**config.mk**
```make
export PLATFORM = sky130hd
export DESIGN_NAME = mpnn_dist
export DESIGN_NICKNAME = d
export VERILOG_FILES = /design/src/hdl/mpnn_pkg.sv /design/src/hdl/mpnn_dist.sv
export SDC_FILE = /design/constraint.sdc
export NUM_CORES = 2
export LEC_CHECK = 0
export BUFFER_PORTS_ARGS = -buffer_cell sky130_fd_sc_hd__buf_2
export CAP_MARGIN = 0
export CORE_ASPECT_RATIO = 1.5
export CORE_MARGIN = 5
export CORE_UTILIZATION = 59
export CTS_CLUSTER_SIZE = 20
export DETAILED_ROUTE_END_ITERATION = 10
export PLACE_DENSITY = 0.85
export SLEW_MARGIN = 40
export SYNTH_ARGS = -nofsm -noshare
export SYNTH_HDL_FRONTEND = slang
export SYNTH_SLANG_ARGS = --single-unit
export TNS_END_PERCENT = 30
```
**constraint.sdc**
```tcl
create_clock -name i_clk -period 5.8 [get_ports i_clk]
set_input_delay 1.16 -clock i_clk [delete_from_list [all_inputs] [get_ports i_clk]]
set_output_delay 1.16 -clock i_clk [all_outputs]
set_load 0.005 [all_outputs]
```
**src/hdl/mpnn_pkg.sv**
```systemverilog
// ============================================================================
// Marked point nearest neighbor package
// Shared constants and types for the marked point nearest neighbor search.
// ============================================================================
package mpnn_pkg;

    localparam int MAX_POINTS_DEF = 64;
    localparam int COORD_BITS_DEF = 16;
    localparam int MAX_RESULTS    = 64;
    localparam int LIMIT_W        = 34;
    localparam int OUT_IDX_W      = 6;

    localparam logic [LIMIT_W-1:0] LIMIT_RESET = 34'd6553600000;

    typedef struct packed {
        logic ld;
        logic sh;
    } t_cell_ctrl;

endpackage

```
**src/hdl/mpnn_dist.sv**
```systemverilog
// ============================================================================
// Squared distance unit
// Three stage pipeline: coordinate differences, squares, sum of squares.
// ============================================================================
module mpnn_dist #(
    parameter int COORD_BITS = mpnn_pkg::COORD_BITS_DEF,
    parameter int IDX_W      = 6,
    parameter int DIST_W     = 2 * COORD_BITS + 2
) (
    input  logic                          i_clk,
    input  logic                          i_rst_n,
    input  logic                          i_valid,
    input  logic [IDX_W-1:0]              i_idx,
    input  logic signed [COORD_BITS-1:0]  i_ax,
    input  logic signed [COORD_BITS-1:0]  i_ay,
    input  logic signed [COORD_BITS-1:0]  i_az,
    input  logic signed [COORD_BITS-1:0]  i_bx,
    input  logic signed [COORD_BITS-1:0]  i_by,
    input  logic signed [COORD_BITS-1:0]  i_bz,
    output logic                          o_valid,
    output logic [IDX_W-1:0]              o_idx,
    output logic [DIST_W-1:0]             o_dist
);

    localparam int DW = COORD_BITS + 1;
    localparam int PW = 2 * DW;
    localparam int SW = 2 * COORD_BITS + 1;

    logic signed [DW-1:0] n_dx, n_dy, n_dz;
    logic signed [DW-1:0] r_dx, r_dy, r_dz;
    logic signed [PW-1:0] n_px, n_py, n_pz;
    logic [SW-1:0]        r_sx, r_sy, r_sz;
    logic [DIST_W-1:0]    r_sum;
    logic [2:0]           r_v;
    logic [IDX_W-1:0]     r_i1, r_i2, r_i3;

    assign n_dx = DW'(i_ax) - DW'(i_bx);
    assign n_dy = DW'(i_ay) - DW'(i_by);
    assign n_dz = DW'(i_az) - DW'(i_bz);
    assign n_px = r_dx * r_dx;
    assign n_py = r_dy * r_dy;
    assign n_pz = r_dz * r_dz;

    always_ff @(posedge i_clk) begin
        if (!i_rst_n) begin
            r_v <= '0;
        end else begin
            r_v <= {r_v[1:0], i_valid};
        end
    end

    always_ff @(posedge i_clk) begin
        r_dx  <= n_dx;
        r_dy  <= n_dy;
        r_dz  <= n_dz;
        r_i1  <= i_idx;
        r_sx  <= n_px[SW-1:0];
        r_sy  <= n_py[SW-1:0];
        r_sz  <= n_pz[SW-1:0];
        r_i2  <= r_i1;
        r_sum <= DIST_W'(r_sx) + DIST_W'(r_sy) + DIST_W'(r_sz);
        r_i3  <= r_i2;
    end

    assign o_valid = r_v[2];
    assign o_idx   = r_i3;
    assign o_dist  = r_sum;

endmodule

```
Word level (Yosys, flattened, before mapping)
Cells that the tools add are included.

word-level totals
  bits of input ports = 105
  bits in latches = 0
  RAM bits = 0
  bits in read-only memories = 0
  flip-flop bits (word level) = 205
  memories = 0

operators by class
  multiply operators = 3
  bitwise operators = 0
  equal/unequal tests = 0
  shifts and indexed selects = 0
  reductions and logical operators = 0
  $add $sub $neg = 5
  mux-type cells = 0
  $lt $le $gt $ge = 0
  div/mod/pow operators = 0

operator list
  operator                      number
  multiplier 17 x 17 -> 33 bit  3
  subtractor 16 x 16 -> 17 bit  3
  adder 33 x 33 -> 34 bit       1
  adder 34 x 33 -> 34 bit       1

Longest topological paths before layout
  word-level depth = 2
  mapped depth = 26
  gate-level depth less buffers = 24

Worst setup path after synthesis
OpenSTA, ideal clock, no wires.

  path kind = reg-to-reg
  start point = register r_dx[16]
  end point = register r_sx[32]
  arrival = 5.959 ns
  buffers on the path = 2
  library setup time = 0.072 ns
  data required time = 5.728 ns
  cell stages (with the launch flop) = 22
  path slack = -0.232 ns
  cell sequence = dfxtp_1 > clkbuf_1 > clkbuf_1 > and2_1 > fa_1 > fa_1 > fa_1 > fa_1 > fa_1 > inv_1 > fa_1 > inv_1 > ha_1 > a21o_1 > a21o_1 > a21o_1 > a211oi_1 > o31ai_1 > a211oi_1 > o31ai_1 > a21oi_1 > xnor2_1

on the way
  word-level cells in the longest chain between the ends = 1

ends and longest elaborated chain
  item                          RTL line         RTL
  from (decl)                   mpnn_dist.sv:30  logic signed [DW-1:0] r_dx, r_dy, r_dz;
  from (signal assigned)        mpnn_dist.sv:53  r_dx <= n_dx;
  multiplier 17 x 17 -> 33 bit  mpnn_dist.sv:40  assign n_px = r_dx * r_dx;
  via n_px[32]                  mpnn_dist.sv:31  logic signed [PW-1:0] n_px, n_py, n_pz;
  to (signal assigned)          mpnn_dist.sv:57  r_sx <= n_px[SW-1:0];
  to (decl)                     mpnn_dist.sv:32  logic [SW-1:0] r_sx, r_sy, r_sz;

The timed path passes the listed nets, and every way through them passes these cells.
A chain may end at the register's enable or synchronous reset.

Final worst setup path
  start point = register r_dy[5]
  end point = register r_sy[31]

on the way
  word-level cells in the longest chain between the ends = 1

ends and longest elaborated chain
  item                          RTL line         RTL
  from (decl)                   mpnn_dist.sv:30
  from (signal assigned)        mpnn_dist.sv:54  r_dy <= n_dy;
  multiplier 17 x 17 -> 33 bit  mpnn_dist.sv:41  assign n_py = r_dy * r_dy;
  via n_py[31]                  mpnn_dist.sv:31
  to (signal assigned)          mpnn_dist.sv:58  r_sy <= n_py[SW-1:0];
  to (decl)                     mpnn_dist.sv:32

The timed path passes the listed nets, and every way through them passes these cells.

==> run metrics <==
outcome complete, but fails checks; failing checks negative setup slack; die width 216 um; filler cell count 4,207; R2R cell count 21; CP arrival about 6400 ps; vias in the first global route between 30,000 and 40,000; vias about 28,000; Avg Cell Area, Syn 9.48 um2; ranking of synthesized cells by area fa_1, ha_1, inv_1; Final Setup Violations 7; crit end category flip-flop; minimum clock period 5960 ps; final worst slack -159 ps; WL per Instance 17.8 um; mapped cell area 37,500 um2; Seq/Total Area, Yosys 0.108; worst endpoint required time approximately 6300 ps; CTS tree built; Hold Vio Cnt, Final 0; Sink Count 202; r2r setup slk -160 ps; Ys Warns 0; IO Count between 100 and 150; # placed instances 5,157; worst-path fanout max 5; Worst-Skew Late Latency 590 ps; Worst Hold End o_idx[4]; GP Congestion 0.933; first-pass detailed-route iteration total 7; grt total ovfl 0; antenna violation net count after detailed routing 0; Worst slew margin 0.602; Reg-to-Reg End r_sy[31]; Setup Skew 18.3 ps; First DRT Iteration DRCs between 1,500 and 2,000; cell count after synthesis roughly 4,000; share of layout cells above drive strength 1 0.196; clock tree root driver cell clkbuf_16; Reg2Reg Launch Point r_dy[5]; first-pass GRT wire length 149 mm; fmax 168 MHz; worst min path class flip-flop to flip-flop; Yosys reg bits 202; Ant. Diodes 0; Hold Path Depth 0; FFs w/ async S/R, synth 0; CTS H-tree lvls 1; antenna violations before repair 0; CTS Hold Bufs 0; Worst-path clk slew 60 ps; Final Util 0.696; smallest hold slack 325 ps; CTS buffer count 25; Starting Density 0.594; row count approximately 110; DRC errors left 0; RSZ-0062 raised after global routing yes; pin count of the biggest net entering global routing 21; Max clock buf depth 3; post-synth top area cell fa_1; WL final 93.2 mm; Post-synth top flop dfxtp_1; commonest non-fill, non-tap cell in the layout inv_1; nets 5,691; area fraction of the dominant cell type after synthesis 0.437; total track usage 0.264; worst-margin pin slew 581 ps; Startpoint Class flip-flop; vias per cell 5.41; setup tns final -347 ps; Final Slew Violations 0; WS Path Type flip-flop to flip-flop; min-delay src r_i2[4]; Area Growth Syn to Fin 17.3%; most frequent cells in the layout inv_1, fa_1, buf_4, ha_1, nand2_1; IO buf count 145; Finished Layout Cells 5,249; core area 63,200 um2; max capacitance violation total 0; Post-synth EDFFs 0; crit share post-route 1.03; Synth cell types 77; die area approximately 69,000 um2; Chip Height approximately 320 um; hpwl dp 75.1 mm
synthesized netlist by cell type, drive strengths merged (22+ instances only):
cell / number
a21o: 53
inv: 1130
o21ai: 72
o21a: 22
nor2b: 56
fa: 818
clkbuf: 78
xor2: 40
nand2b: 28
a21oi: 106
ha: 343
dfxtp: 202
nand2: 290
nand3: 37
xnor2: 157
and2: 155
nor2: 137
nor3: 38
final cells by class:
class	count	area, um2	area share
inverters	1130	4250	0.0965
multi-input cells	2547	29900	0.679
flip-flops and latches	202	4200	0.0953
repair buffers	519	3790	0.0860
clock inverters	20	243	0.00552
well taps	805	1010	0.0229
clock buffers	26	629	0.0143
worst max path at each step:
stage | from | to | slack (ps)
final | r_dy[5] | r_sy[31] | -160
after detailed placement | r_dy[3] | r_sy[31] | -240
after global placement | r_dx[7] | r_sx[31] | -80
after CTS | r_dy[14] | r_sy[31] | -20
after floorplan | r_dz[16] | r_sz[31] | -50
after global routing | r_dy[5] | r_sy[31] | -270
logic make-up (layout without fill, tap and decap cells):
group | Yosys count | in the layout | share of synthesized area
flip-flops | 202 | 202 | 0.108
multiplexers | 5 | 5 | 0.00143
AO/OA/AOI/OAI | 386 | 386 | 0.0700
buffers and inverters | 1211 | 1695 | 0.121
other | 1 | 3 | 0.000100
XOR/XNOR | 197 | 197 | 0.0460
adder cells (fa/ha/maj) | 1161 | 1161 | 0.551
AND/OR/NAND/NOR | 795 | 795 | 0.102
flip-flops by register name, summed over array words and instances, names as in the netlist:
register / count
o_dist: 34
o_idx: 6
r_dx: 17
r_dy: 17
r_dz: 17
r_i1: 6
r_i2: 6
r_sx: 32
r_sy: 32
r_sz: 32
r_v: 3
timing repair:
| action | CTS | global route |
|---|---|---|
| endpoints found under the hold margin | 0 | 0 |
| setup endpoints to repair | 27 | 35 |
| cloned | 0 | 1 |
| resized for setup | 73 | 308 |
| pin swaps | 24 | 146 |
| buffers inserted | 2 | 43 |
per-layer routing:
metal | part of all wire | global-route usage | vias to the layer above
met5 | 0 | 0 | -
met4 | 0.085 | 0.172 | 0
met3 | 0.041 | 0.0262 | 478
met2 | 0.54 | 0.493 | 979
met1 | 0.34 | 0.283 | 14219
li1 | - | - | 12708
critical path, stage by stage (launching register included):
cell and delay, ps:
dfxtp_4 370, buf_4 120, buf_4 140, nand2_1 150
fa_1 640, inv_1 80, fa_1 460, fa_1 470
fa_1 540, fa_1 590, inv_1 60, fa_1 480
inv_1 40, ha_1 210, nor3_1 350, o21ai_1 160
o211ai_1 150, o21a_1 180, a31oi_1 110, o31ai_2 260
mux2i_1 220, nand2_1 70
stage by stage:
stage | worst slack, ps | area [um2]
floorplan | -53.9 | 37500
global placement | -84.3 | 41500
detailed placement | -242 | 41500
CTS | -22.3 | 42600
global route | -271 | 44000
finish | -159 | 44000
Power is not shown: default switching activity piles up to over one toggle a cycle in this logic, so the estimate is an artifact.
