$ cat src/hdl/mpnn_pkg.sv
// ============================================================================
// Marked point nearest neighbor package
// Shared constants and types for the marked point nearest neighbor search.
// ============================================================================
package mpnn_pkg;

    localparam int MAX_POINTS_DEF = 64;
    localparam int COORD_BITS_DEF = 16;
    localparam int MAX_RESULTS    = 64;
    localparam int LIMIT_W        = 34;
    localparam int OUT_IDX_W      = 6;

    localparam logic [LIMIT_W-1:0] LIMIT_RESET = 34'd6553600000;

    typedef struct packed {
        logic ld;
        logic sh;
    } t_cell_ctrl;

endpackage

$ cat src/hdl/mpnn_cell.sv
// ============================================================================
// Point cell
// Holds one point and its mark, loads it from the input side and passes it
// to the neighboring cell while the ring rotates.
// ============================================================================
module mpnn_cell #(
    parameter int COORD_BITS = mpnn_pkg::COORD_BITS_DEF
) (
    input  logic                          i_clk,
    input  mpnn_pkg::t_cell_ctrl          i_ctrl,
    input  logic signed [COORD_BITS-1:0]  i_ld_x,
    input  logic signed [COORD_BITS-1:0]  i_ld_y,
    input  logic signed [COORD_BITS-1:0]  i_ld_z,
    input  logic                          i_ld_m,
    input  logic signed [COORD_BITS-1:0]  i_nb_x,
    input  logic signed [COORD_BITS-1:0]  i_nb_y,
    input  logic signed [COORD_BITS-1:0]  i_nb_z,
    input  logic                          i_nb_m,
    output logic signed [COORD_BITS-1:0]  o_x,
    output logic signed [COORD_BITS-1:0]  o_y,
    output logic signed [COORD_BITS-1:0]  o_z,
    output logic                          o_m
);

    logic signed [COORD_BITS-1:0] r_x;
    logic signed [COORD_BITS-1:0] r_y;
    logic signed [COORD_BITS-1:0] r_z;
    logic                         r_m;

    always_ff @(posedge i_clk) begin
        if (i_ctrl.ld) begin
            r_x <= i_ld_x;
            r_y <= i_ld_y;
            r_z <= i_ld_z;
            r_m <= i_ld_m;
        end else if (i_ctrl.sh) begin
            r_x <= i_nb_x;
            r_y <= i_nb_y;
            r_z <= i_nb_z;
            r_m <= i_nb_m;
        end
    end

    assign o_x = r_x;
    assign o_y = r_y;
    assign o_z = r_z;
    assign o_m = r_m;

endmodule

$ cat config.mk
export PLATFORM = sky130hd
export DESIGN_NAME = mpnn_cell
export DESIGN_NICKNAME = d
export VERILOG_FILES = /design/src/hdl/mpnn_pkg.sv /design/src/hdl/mpnn_cell.sv
export SDC_FILE = /design/constraint.sdc
export NUM_CORES = 1
export LEC_CHECK = 0
export BUFFER_PORTS_ARGS = -buffer_cell sky130_fd_sc_hd__buf_2
export CORE_AREA = 3 3 93 95
export CTS_CLUSTER_DIAMETER = 30
export DETAILED_ROUTE_END_ITERATION = 16
export DIE_AREA = 0 0 96 98
export HOLD_SLACK_MARGIN = 0.1
export PLACE_DENSITY = 0.69
export SETUP_SLACK_MARGIN = 0.15
export SLEW_MARGIN = 20
export SYNTH_ARGS = -nofsm -noshare
export SYNTH_HDL_FRONTEND = slang
export SYNTH_SLANG_ARGS = --single-unit
$ cat constraint.sdc
create_clock -name i_clk -period 2.66 [get_ports i_clk]
set_input_delay 0.133 -clock i_clk [delete_from_list [all_inputs] [get_ports i_clk]]
set_output_delay 0.133 -clock i_clk [all_outputs]
set_load 0.02 [all_outputs]
After elaboration in Yosys (flattened, before gate mapping)

Cells that the tools add are included.

Register bits after elaboration: 49
Bits of input ports: 101
Output and inout port bits: 49
Logic and storage cells: 13

Mux-type cells: 8
Reductions and logical operators: 1

Operators by type and width:

| kind              | count |
|---|---|
| $mux 16           | 6 |
| $mux 1            | 2 |
| $reduce_bool 2->1 | 1 |

Longest topological paths before layout

Gate-level depths: netlist of the first run.

Depth after elaboration: 2
Gate-level depth with buffers: 3
Depth with buffers taken out: 1

Worst setup path before layout of the first run

Ideal clock, no wire load.

Path kind: input -> register
Start: input i_ctrl[1] (netlist bit)
End: register r_m (netlist: o_m), enable pin
Setup time: 409 ps
Arrival: 1536 ps
Required time: 2251 ps
Path slack: 714 ps
Cell stages on the path: 3
Buffers on the path: 2
Cells stage by stage: buf_6 -> buf_12 -> or2_1

Longest elaborated chain between the ends: 1

Ends and longest elaborated chain:

| element                     | RTL line        | RTL |
|---|---|---|
| start: declaration          | mpnn_cell.sv:10 | `input mpnn_pkg::t_cell_ctrl i_ctrl,` |
| $reduce_bool 2->1 (no line) | n/a             |  |
| end signal: assignment      | mpnn_cell.sv:35 | `r_m <= i_ld_m;` |
| end signal: assignment      | mpnn_cell.sv:40 | `r_m <= i_nb_m;` |
| end: declaration            | mpnn_cell.sv:28 | `logic r_m;` |

No other way between the ends.
A chain may end at the register's enable or synchronous reset.

Worst setup path after layout of the first run

Start: input i_ctrl[1] (netlist bit)
End: register r_z[1] (netlist: o_z[1]), data pin

Longest elaborated chain between the ends: 1

Ends and longest elaborated chain:

| element                | RTL line        | RTL |
|---|---|---|
| $mux 16                | mpnn_cell.sv:31 | `if (i_ctrl.ld) begin` |
| end signal: assignment | mpnn_cell.sv:34 | `r_z <= i_ld_z;` |
| end signal: assignment | mpnn_cell.sv:39 | `r_z <= i_nb_z;` |
| end: declaration       | mpnn_cell.sv:27 | `logic signed [COORD_BITS-1:0] r_z;` |

No other way between the ends.

==> results.sh, run 1 <==
export IMPL_outcome="finished clean"
export IMPL_seqPwrFrac_pct=53.5
export IMPL_rsz0062_at_grt="false"
export IMPL_cts_hold_fix_buffers=0
export IMPL_worst_pin_slew_ns=0.426
export IMPL_grt_use_met3_pct=3.93
export IMPL_synth_cell_types=5
export IMPL_core_mm2=0.00781
export IMPL_top_usage_layer="met2"
export IMPL_relSlewSlack_pct=71.6
export IMPL_final_hold_viol_count=0
export IMPL_grt_pass1_vias=1442
export IMPL_cts_tree="built"
export IMPL_period_needed_ns=1.10
export IMPL_htreeDepth=2
export IMPL_ant_nets=0
export IMPL_ir_drop_mv=0.211
export IMPL_p_leak_nw=1.55
export IMPL_crit_path_max_fanout=31
export IMPL_crit_family="buffers and inverters"
export IMPL_switching_share_pct=26.2
export IMPL_die_x_um=96
export IMPL_intPower_w=0.00133
export IMPL_gp_congestion=0.702
export IMPL_finalWirelength_um=5270
export IMPL_stdcell_area_mm2=0.00322
export IMPL_nets=359
export IMPL_end_kind="register"
export IMPL_grt_ovfl_total=0
export IMPL_crit_type="input port to register"
export IMPL_critPathMaxStageDelay_ns=0.36
export IMPL_synth_nets=206
export IMPL_fmax_mhz=906
export IMPL_critPathRequiredTime_ns=2.71
export IMPL_crit_path_top_delay_cell="buf_2"
export IMPL_ys_top_cells_by_count="49 x edfxtp_1, 49 x mux2_4, 5 x buf_12"
export IMPL_path_clk_slew_ns=0.09
export IMPL_synth_seq_area_share_pct=63.3
export IMPL_drive_above_1_share_pct=80.7
export IMPL_syn_area_mm2=0.00232
export IMPL_port_buffers=149
export IMPL_clockPowerShare_pct=23.4
export IMPL_n_antenna_cell=0
export IMPL_antenna_found_initial=0
export IMPL_finalCritPeriodShare_pct=41.5
export IMPL_regArea_mm2=0.00147
export IMPL_hp_class="input port to register"
export IMPL_rows=32
export IMPL_route_detailed_drc=0
export IMPL_first_iter_violations=26
export IMPL_fin_setup_tns_ns=0
export IMPL_routedWlPerCell_um=14.6
export IMPL_timing_hold_ws_ns=0.136
export IMPL_post_cts_resized=0
export IMPL_async_flop_share_pct=0
export IMPL_vias=1483
export IMPL_die_h_um=98
export IMPL_startpoint_type="input port"
export IMPL_power_total_w=0.00180
export IMPL_yosysTopAreaCellShare_pct=63.3
export IMPL_use_met2_pct=18.1
export IMPL_grt_max_degree=50
export IMPL_critPathBufInv=2
export IMPL_placed_area_mm2=0.00313
export IMPL_crit_arrival_ns=1.15
export IMPL_start_util_pct=29.8
export IMPL_cts_sinks=49
export IMPL_p_switching_w=0.000472
export IMPL_drv_cap=0
export IMPL_synth_warnings=0
export IMPL_cts_buffer_depth=2
export IMPL_area_delta_synth_final_pct=38.6
export IMPL_numCtsBuffers=5
export IMPL_vias_per_cell=4.11
export IMPL_grt_util_all_layers_pct=10.6
export IMPL_final_util_pct=41.3
export IMPL_synth_area_top_cells="edfxtp_1 63%, mux2_4 32%, buf_12 4.3%"
export IMPL_cts_root_buf="clkbuf_8"
export IMPL_share_comb_of_total_power_pct=23.1
export IMPL_slew_viol_final=0
export IMPL_drt_pre_antenna_iters=4
export IMPL_path_cells="buf_2 -> buf_12 -> mux2_4"
export IMPL_setup_viol=0
export IMPL_syn_area_per_cell_um2=22.1
export IMPL_yosysTopAreaCell="edfxtp_1"
export IMPL_multi_input_comb_area_um2=742
export IMPL_cts_setup_buffers=0
export IMPL_cellPowerDensity_mw_per_mm2=560
export IMPL_synth_edff_count=49
export IMPL_synth_main_ff_cell="edfxtp_1"
export IMPL_synth_seq_cells=49
export IMPL_ios=150
export IMPL_dieArea_mm2=0.00941
export IMPL_grt_use_met1_pct=12.1
export IMPL_grt_pass1_wl_um=7460
export IMPL_nFillCells=733
export IMPL_syn_inst=105
## area by class of cell
type	count	share of cell area (%)
multi-input cells	50	23.0
clock buffers	6	2.25
repair buffers	152	24.6
flip-flops and latches	49	45.7
clock inverters	2	0.466
well taps	102	3.96
## stage by stage
stage | setup slack (ns) | instances
floorplan | 0.714 | 105
global placement | 1.28 | 353
detailed placement | 1.23 | 353
CTS | 1.56 | 361
global route | 1.54 | 361
finish | 1.56 | 361
## path summary, 6_finish.rpt
path / startpoint / to / slack [ns] / cells past startpoint
setup / recovery: i_ctrl[1] / o_z[1] / 1.56 / 3
hold / removal: i_nb_z[7] / o_z[7] / 0.14 / 2
## cells by family (layout without fill, tap and decap cells)
| family | after synthesis | after routing | share of synthesized area, % |
|---|---|---|---|
| simple gates | 1 | 1 | 0.269 |
| flops | 49 | 49 | 63.3 |
| buf+inv | 6 | 160 | 4.79 |
| mux | 49 | 49 | 31.6 |
## registers in the layout (all words and copies together) (netlist names)
signal and flops:
o_z 16, o_x 16, o_m 1, o_y 16
## power by group through the flow
| stage | logic (W) | clock network [W] | registers, W |
|---|---|---|---|
| final | 0.000416 | 0.000423 | 0.000965 |
| after CTS | 0.000423 | 0.000446 | 0.000967 |
| after global routing | 0.000445 | 0.000491 | 0.000971 |
| after global placement | 0.000418 | 0 | 0.000982 |
| after detailed placement | 0.000422 | 0 | 0.000985 |
| after floorplan | 0.000141 | 0 | 0.00110 |
## placed cells by master (no fill, tap or decap)
cell	count
clkbuf_8	5
buf_4	1
edfxtp_1	49
or2_2	1
clkbuf_1	1
mux2_4	49
buf_2	149
clkinvlp_4	2
buf_12	2
## per-layer routing
metal  part of all wire, %  vias up
met5                     0        -
met4                   1.1        0
met3                    12        4
met2                    49       95
met1                    38      671
li1                      -      713
Note: power is estimated with default switching activity, not from simulation.
==> run 2, diff against run 1 <==
--- a/config.mk
+++ b/config.mk
@@ -11,7 +11,7 @@
 export DETAILED_ROUTE_END_ITERATION = 16
 export DIE_AREA = 0 0 96 98
 export HOLD_SLACK_MARGIN = 0.1
-export PLACE_DENSITY = 0.69
+export PLACE_DENSITY = 0.71
 export SETUP_SLACK_MARGIN = 0.15
 export SLEW_MARGIN = 20
 export SYNTH_ARGS = -nofsm -noshare
==> constraint.sdc (replaced) <==
create_clock -name i_clk -period 1 [get_ports i_clk]
set_input_delay 0.05 -clock i_clk [delete_from_list [all_inputs] [get_ports i_clk]]
set_output_delay 0.05 -clock i_clk [all_outputs]
set_load 0.02 [all_outputs]
==> results.sh, run 2 (same netlist as run 1, synthesis figures left out) <==
export IMPL_outcome="finished clean"
export IMPL_crit_path_top_delay_cell="edfxtp_1"
export IMPL_cts_root_buf="clkbuf_8"
export IMPL_crit_family="flip-flops"
export IMPL_grt_pass1_vias=1692
export IMPL_start_util_pct=29.8
export IMPL_layout_cells_non_filler=374
export IMPL_critPathBufInv=1
export IMPL_path_depth=1
export IMPL_ios=150
export IMPL_finalWirelength_um=5280
export IMPL_worst_pin_slew_ns=0.149
export IMPL_drv_cap=0
export IMPL_crit_type="register to output port"
export IMPL_area_delta_synth_final_pct=58.8
export IMPL_end_kind="output port"
export IMPL_finalCritPeriodShare_pct=91.6
export IMPL_core_mm2=0.00781
export IMPL_fmax_mhz=1090
export IMPL_period_needed_ns=0.916
export IMPL_regArea_mm2=0.00147
export IMPL_seqPwrFrac_pct=48.8
export IMPL_p_leak_nw=1.75
export IMPL_hold_depth=2
export IMPL_slew_viol_final=0
export IMPL_grt_ovfl_total=0
export IMPL_cts_sinks=49
export IMPL_switching_share_pct=24.2
export IMPL_vias_per_cell=4.16
export IMPL_power_total_w=0.00536
export IMPL_hpwl_um=4290
export IMPL_p_switching_w=0.00130
export IMPL_nets=372
export IMPL_final_common_cell="buf_2"
export IMPL_cellPowerDensity_mw_per_mm2=1450
export IMPL_grt_pass1_wl_um=7750
export IMPL_path_cells="buf_6"
export IMPL_startpoint_type="register"
export IMPL_crit_path_max_fanout=1
export IMPL_path_clk_slew_ns=0.09
export IMPL_die_x_um=96
export IMPL_ir_drop_mv=0.590
export IMPL_routedWlPerCell_um=14.1
export IMPL_ant_nets=0
export IMPL_route_detailed_drc=0
export IMPL_die_h_um=98
export IMPL_htreeDepth=2
export IMPL_relSlewSlack_pct=90.1
export IMPL_critPathMaxStageDelay_ns=0.42
export IMPL_numCtsBuffers=5
export IMPL_drt_pre_antenna_iters=2
export IMPL_rsz0062_at_grt="true"
export IMPL_final_hold_viol_count=0
export IMPL_dieArea_mm2=0.00941
export IMPL_cts_buffer_depth=2
export IMPL_place_inst=366
export IMPL_vias=1555
export IMPL_drive_above_1_share_pct=81.3
export IMPL_critPathRequiredTime_ns=0.95
export IMPL_rows=32
export IMPL_first_iter_violations=45
export IMPL_antenna_found_initial=0
export IMPL_setup_viol=0
export IMPL_intPower_w=0.00407
export IMPL_grt_max_degree=27
export IMPL_share_comb_of_total_power_pct=25.8
export IMPL_multi_input_comb_area_um2=744
export IMPL_gp_congestion=0.656
export IMPL_nFillCells=707
export IMPL_port_buffers=149
export IMPL_n_antenna_cell=0
export IMPL_hp_class="input port to register"
export IMPL_crit_arrival_ns=0.87
export IMPL_clockPowerShare_pct=25.4
export IMPL_cts_setup_buffers=0
export IMPL_final_cell_mix="111 x buf_2, 49 x mux2_4, 49 x edfxtp_1"
export IMPL_grt_util_all_layers_pct=10.6
export IMPL_cts_tree="built"
run 2: changes by cell type in the layout (fill, tap and decap cells not counted), sizes merged:
cell,previous run,this run
buf,152,165
bufinv,0,1
clkinv,0,1
clkinvlp,2,0
run 2: final timing paths:
check,from,endpoint
max,o_x[7],o_x[7]
min,i_ld_y[11],o_y[11]
run 2: stage by stage:
stage	worst slack [ns]	hold slack (ns)	area, um2	TNS, ns	util (%)
global route	0.0505	0.0379	3690	0	47.3
global placement	-0.0248	0.351	3350	-1.41	42.9
detailed placement	-0.0457	0.354	3350	-2.17	42.9
floorplan	-0.110	0.267	2340	-5.37	-
finish	0.0840	0.0512	3690	0	47.3
CTS	0.0582	0.0392	3570	0	45.8
run 2: final cells by class:
| class | instances | area share [%] |
|---|---|---|
| flip-flops and latches | 49 | 39.9 |
| repair buffers | 165 | 33.6 |
| multi-input cells | 50 | 20.2 |
| well taps | 102 | 3.46 |
| clock buffers | 6 | 1.97 |
| clock inverters | 2 | 0.915 |
run 2: layer usage:
layer  global-route usage [%]  part of all wire (%)
met5                        0                     0
met4                     4.38                   1.8
met3                     2.23                   6.9
met2                     20.0                    56
met1                     11.1                    36
run 2: timing repair:
action,CTS,global route
gates resized for setup,38,38
endpoints found under the setup margin,49,49
cloned,0,0
endpoints found under the hold margin,49,49
run 2: power groups by stage:
stage	Combinational, W	Sequential (W)	Clock, W
6_report	0.00139	0.00262	0.00136
5_1_grt	0.00147	0.00263	0.00150
4_1_cts	0.00131	0.00260	0.00141
3_5_place_dp	0.00121	0.00262	0
3_3_place_gp	0.00119	0.00261	0
2_1_floorplan	0.000381	0.00293	0
==> run 3, diff against run 2 <==
--- a/config.mk
+++ b/config.mk
@@ -12,6 +12,7 @@
 export DIE_AREA = 0 0 96 98
 export HOLD_SLACK_MARGIN = 0.1
 export PLACE_DENSITY = 0.71
+export REMOVE_ABC_BUFFERS = 1
 export SETUP_SLACK_MARGIN = 0.15
 export SLEW_MARGIN = 20
 export SYNTH_ARGS = -nofsm -noshare
==> results.sh, run 3 (same netlist as run 1, synthesis figures left out) <==
export IMPL_placed_area_mm2=0.00316
export IMPL_end_kind="output port"
export IMPL_worst_pin_slew_ns=0.212
export IMPL_rsz0062_at_grt="true"
export IMPL_grt_pass1_wl_um=7410
export IMPL_gp_congestion=0.649
export IMPL_finalWirelength_um=5010
export IMPL_antenna_found_initial=1
export IMPL_ios=150
export IMPL_wl_met1_um=1910
export IMPL_path_cells="buf_2"
export IMPL_switching_share_pct=25.3
export IMPL_p_leak_nw=1.65
export IMPL_die_x_um=96
export IMPL_top_layer="met5"
export IMPL_crit_arrival_ns=0.86
export IMPL_seqPwrFrac_pct=52.6
export IMPL_met2_length_um=2500
export IMPL_critPathMaxStageDelay_ns=0.39
export IMPL_drv_cap=0
export IMPL_grt_max_degree=40
export IMPL_final_cell_mix="114 x buf_2, 49 x mux2_4, 49 x edfxtp_1"
export IMPL_final_common_cell="buf_2"
export IMPL_htreeDepth=2
export IMPL_start_util_pct=29.8
export IMPL_intPower_w=0.00371
export IMPL_port_buffers=149
export IMPL_numCtsBuffers=5
export IMPL_dieArea_mm2=0.00941
export IMPL_area_delta_synth_final_pct=49.0
export IMPL_share_comb_of_total_power_pct=25.8
export IMPL_crit_type="register to output port"
export IMPL_ant_nets=0
export IMPL_crit_family="flip-flops"
export IMPL_cts_root_buf="clkbuf_8"
export IMPL_fin_setup_tns_ns=0
export IMPL_routedWlPerCell_um=13.7
export IMPL_startpoint_type="register"
export IMPL_die_h_um=98
export IMPL_cts_tree="built"
export IMPL_slew_viol_final=0
export IMPL_ir_drop_mv=0.722
export IMPL_vias=1531
export IMPL_path_clk_slew_ns=0.09
export IMPL_critPathRequiredTime_ns=0.95
export IMPL_period_needed_ns=0.906
export IMPL_grt_pass1_vias=1606
export IMPL_crit_path_top_delay_cell="edfxtp_1"
export IMPL_drive_above_1_share_pct=80.6
export IMPL_cellPowerDensity_mw_per_mm2=1430
export IMPL_power_total_w=0.00497
export IMPL_hpwl_um=4220
export IMPL_grt_ovfl_total=0
export IMPL_cts_sinks=49
export IMPL_vias_per_cell=4.19
export IMPL_first_iter_violations=33
export IMPL_setup_viol=0
export IMPL_outcome="finished clean"
export IMPL_route_detailed_drc=0
export IMPL_final_hold_viol_count=0
export IMPL_relSlewSlack_pct=85.9
export IMPL_rows=32
export IMPL_clockPowerShare_pct=21.6
export IMPL_p_switching_w=0.00126
export IMPL_crit_path_max_fanout=1
export IMPL_wl_met3_um=529
export IMPL_core_mm2=0.00781
export IMPL_grt_util_all_layers_pct=10.6
export IMPL_cts_setup_buffers=0
export IMPL_critPathBufInv=1
export IMPL_fmax_mhz=1100
export IMPL_nets=363
export IMPL_finalCritPeriodShare_pct=90.6
export IMPL_stdcell_area_mm2=0.00346
export IMPL_drt_pre_antenna_iters=4
export IMPL_cts_buffer_depth=2
export IMPL_n_antenna_cell=0
export IMPL_hp_class="input port to register"
[run 3: path summary, 6_finish.rpt]
check,slack (ns),start,cells past startpoint,endpoint
worst max-delay path,0.09,o_x[6],1,o_x[6]
worst min-delay path,0.05,i_nb_y[15],2,o_y[15]
[run 3: final cells by class]
class | count | area (um2)
fill | 717 | 4340
sequential | 49 | 1470
timing repair buffer | 156 | 1040
multi-input combinational | 50 | 742
tap | 102 | 128
clock buffer | 5 | 68.8
clock inverter | 3 | 12.5
[run 3: routing by layer]
layer / up-vias / track usage (%)
met2: 97 / 18.4
met4: 2 / 3.28
met5: - / 0
met3: 7 / 4.08
met1: 704 / 11.6
li1: 721 / -
[run 3: repair_timing]
item | in CTS | in global routing
endpoints found under the setup margin | 49 | 49
hold endpoints to repair | 49 | 49
gates resized for setup | 28 | 42
[run 3: power groups by stage]
stage          registers, W  logic, W  clock network [W]
2_1_floorplan       0.00293  0.000284                  0
3_3_place_gp        0.00262   0.00111                  0
3_5_place_dp        0.00263   0.00113                  0
4_1_cts             0.00260   0.00120            0.00114
5_1_grt             0.00264   0.00137            0.00124
6_report            0.00261   0.00128            0.00108
[run 3: metrics by stage]
step / std cells / setup slack, ns / utilization (%) / hold WS (ns)
after floorplan: 99 / -0.567 / - / 0.267
after global placement: 357 / -0.0222 / 40.5 / 0.350
after detailed placement: 357 / -0.0556 / 40.5 / 0.354
after CTS: 365 / 0.0737 / 42.7 / 0.0371
after global routing: 365 / 0.0429 / 44.4 / 0.0281
final: 365 / 0.0939 / 44.4 / 0.0496
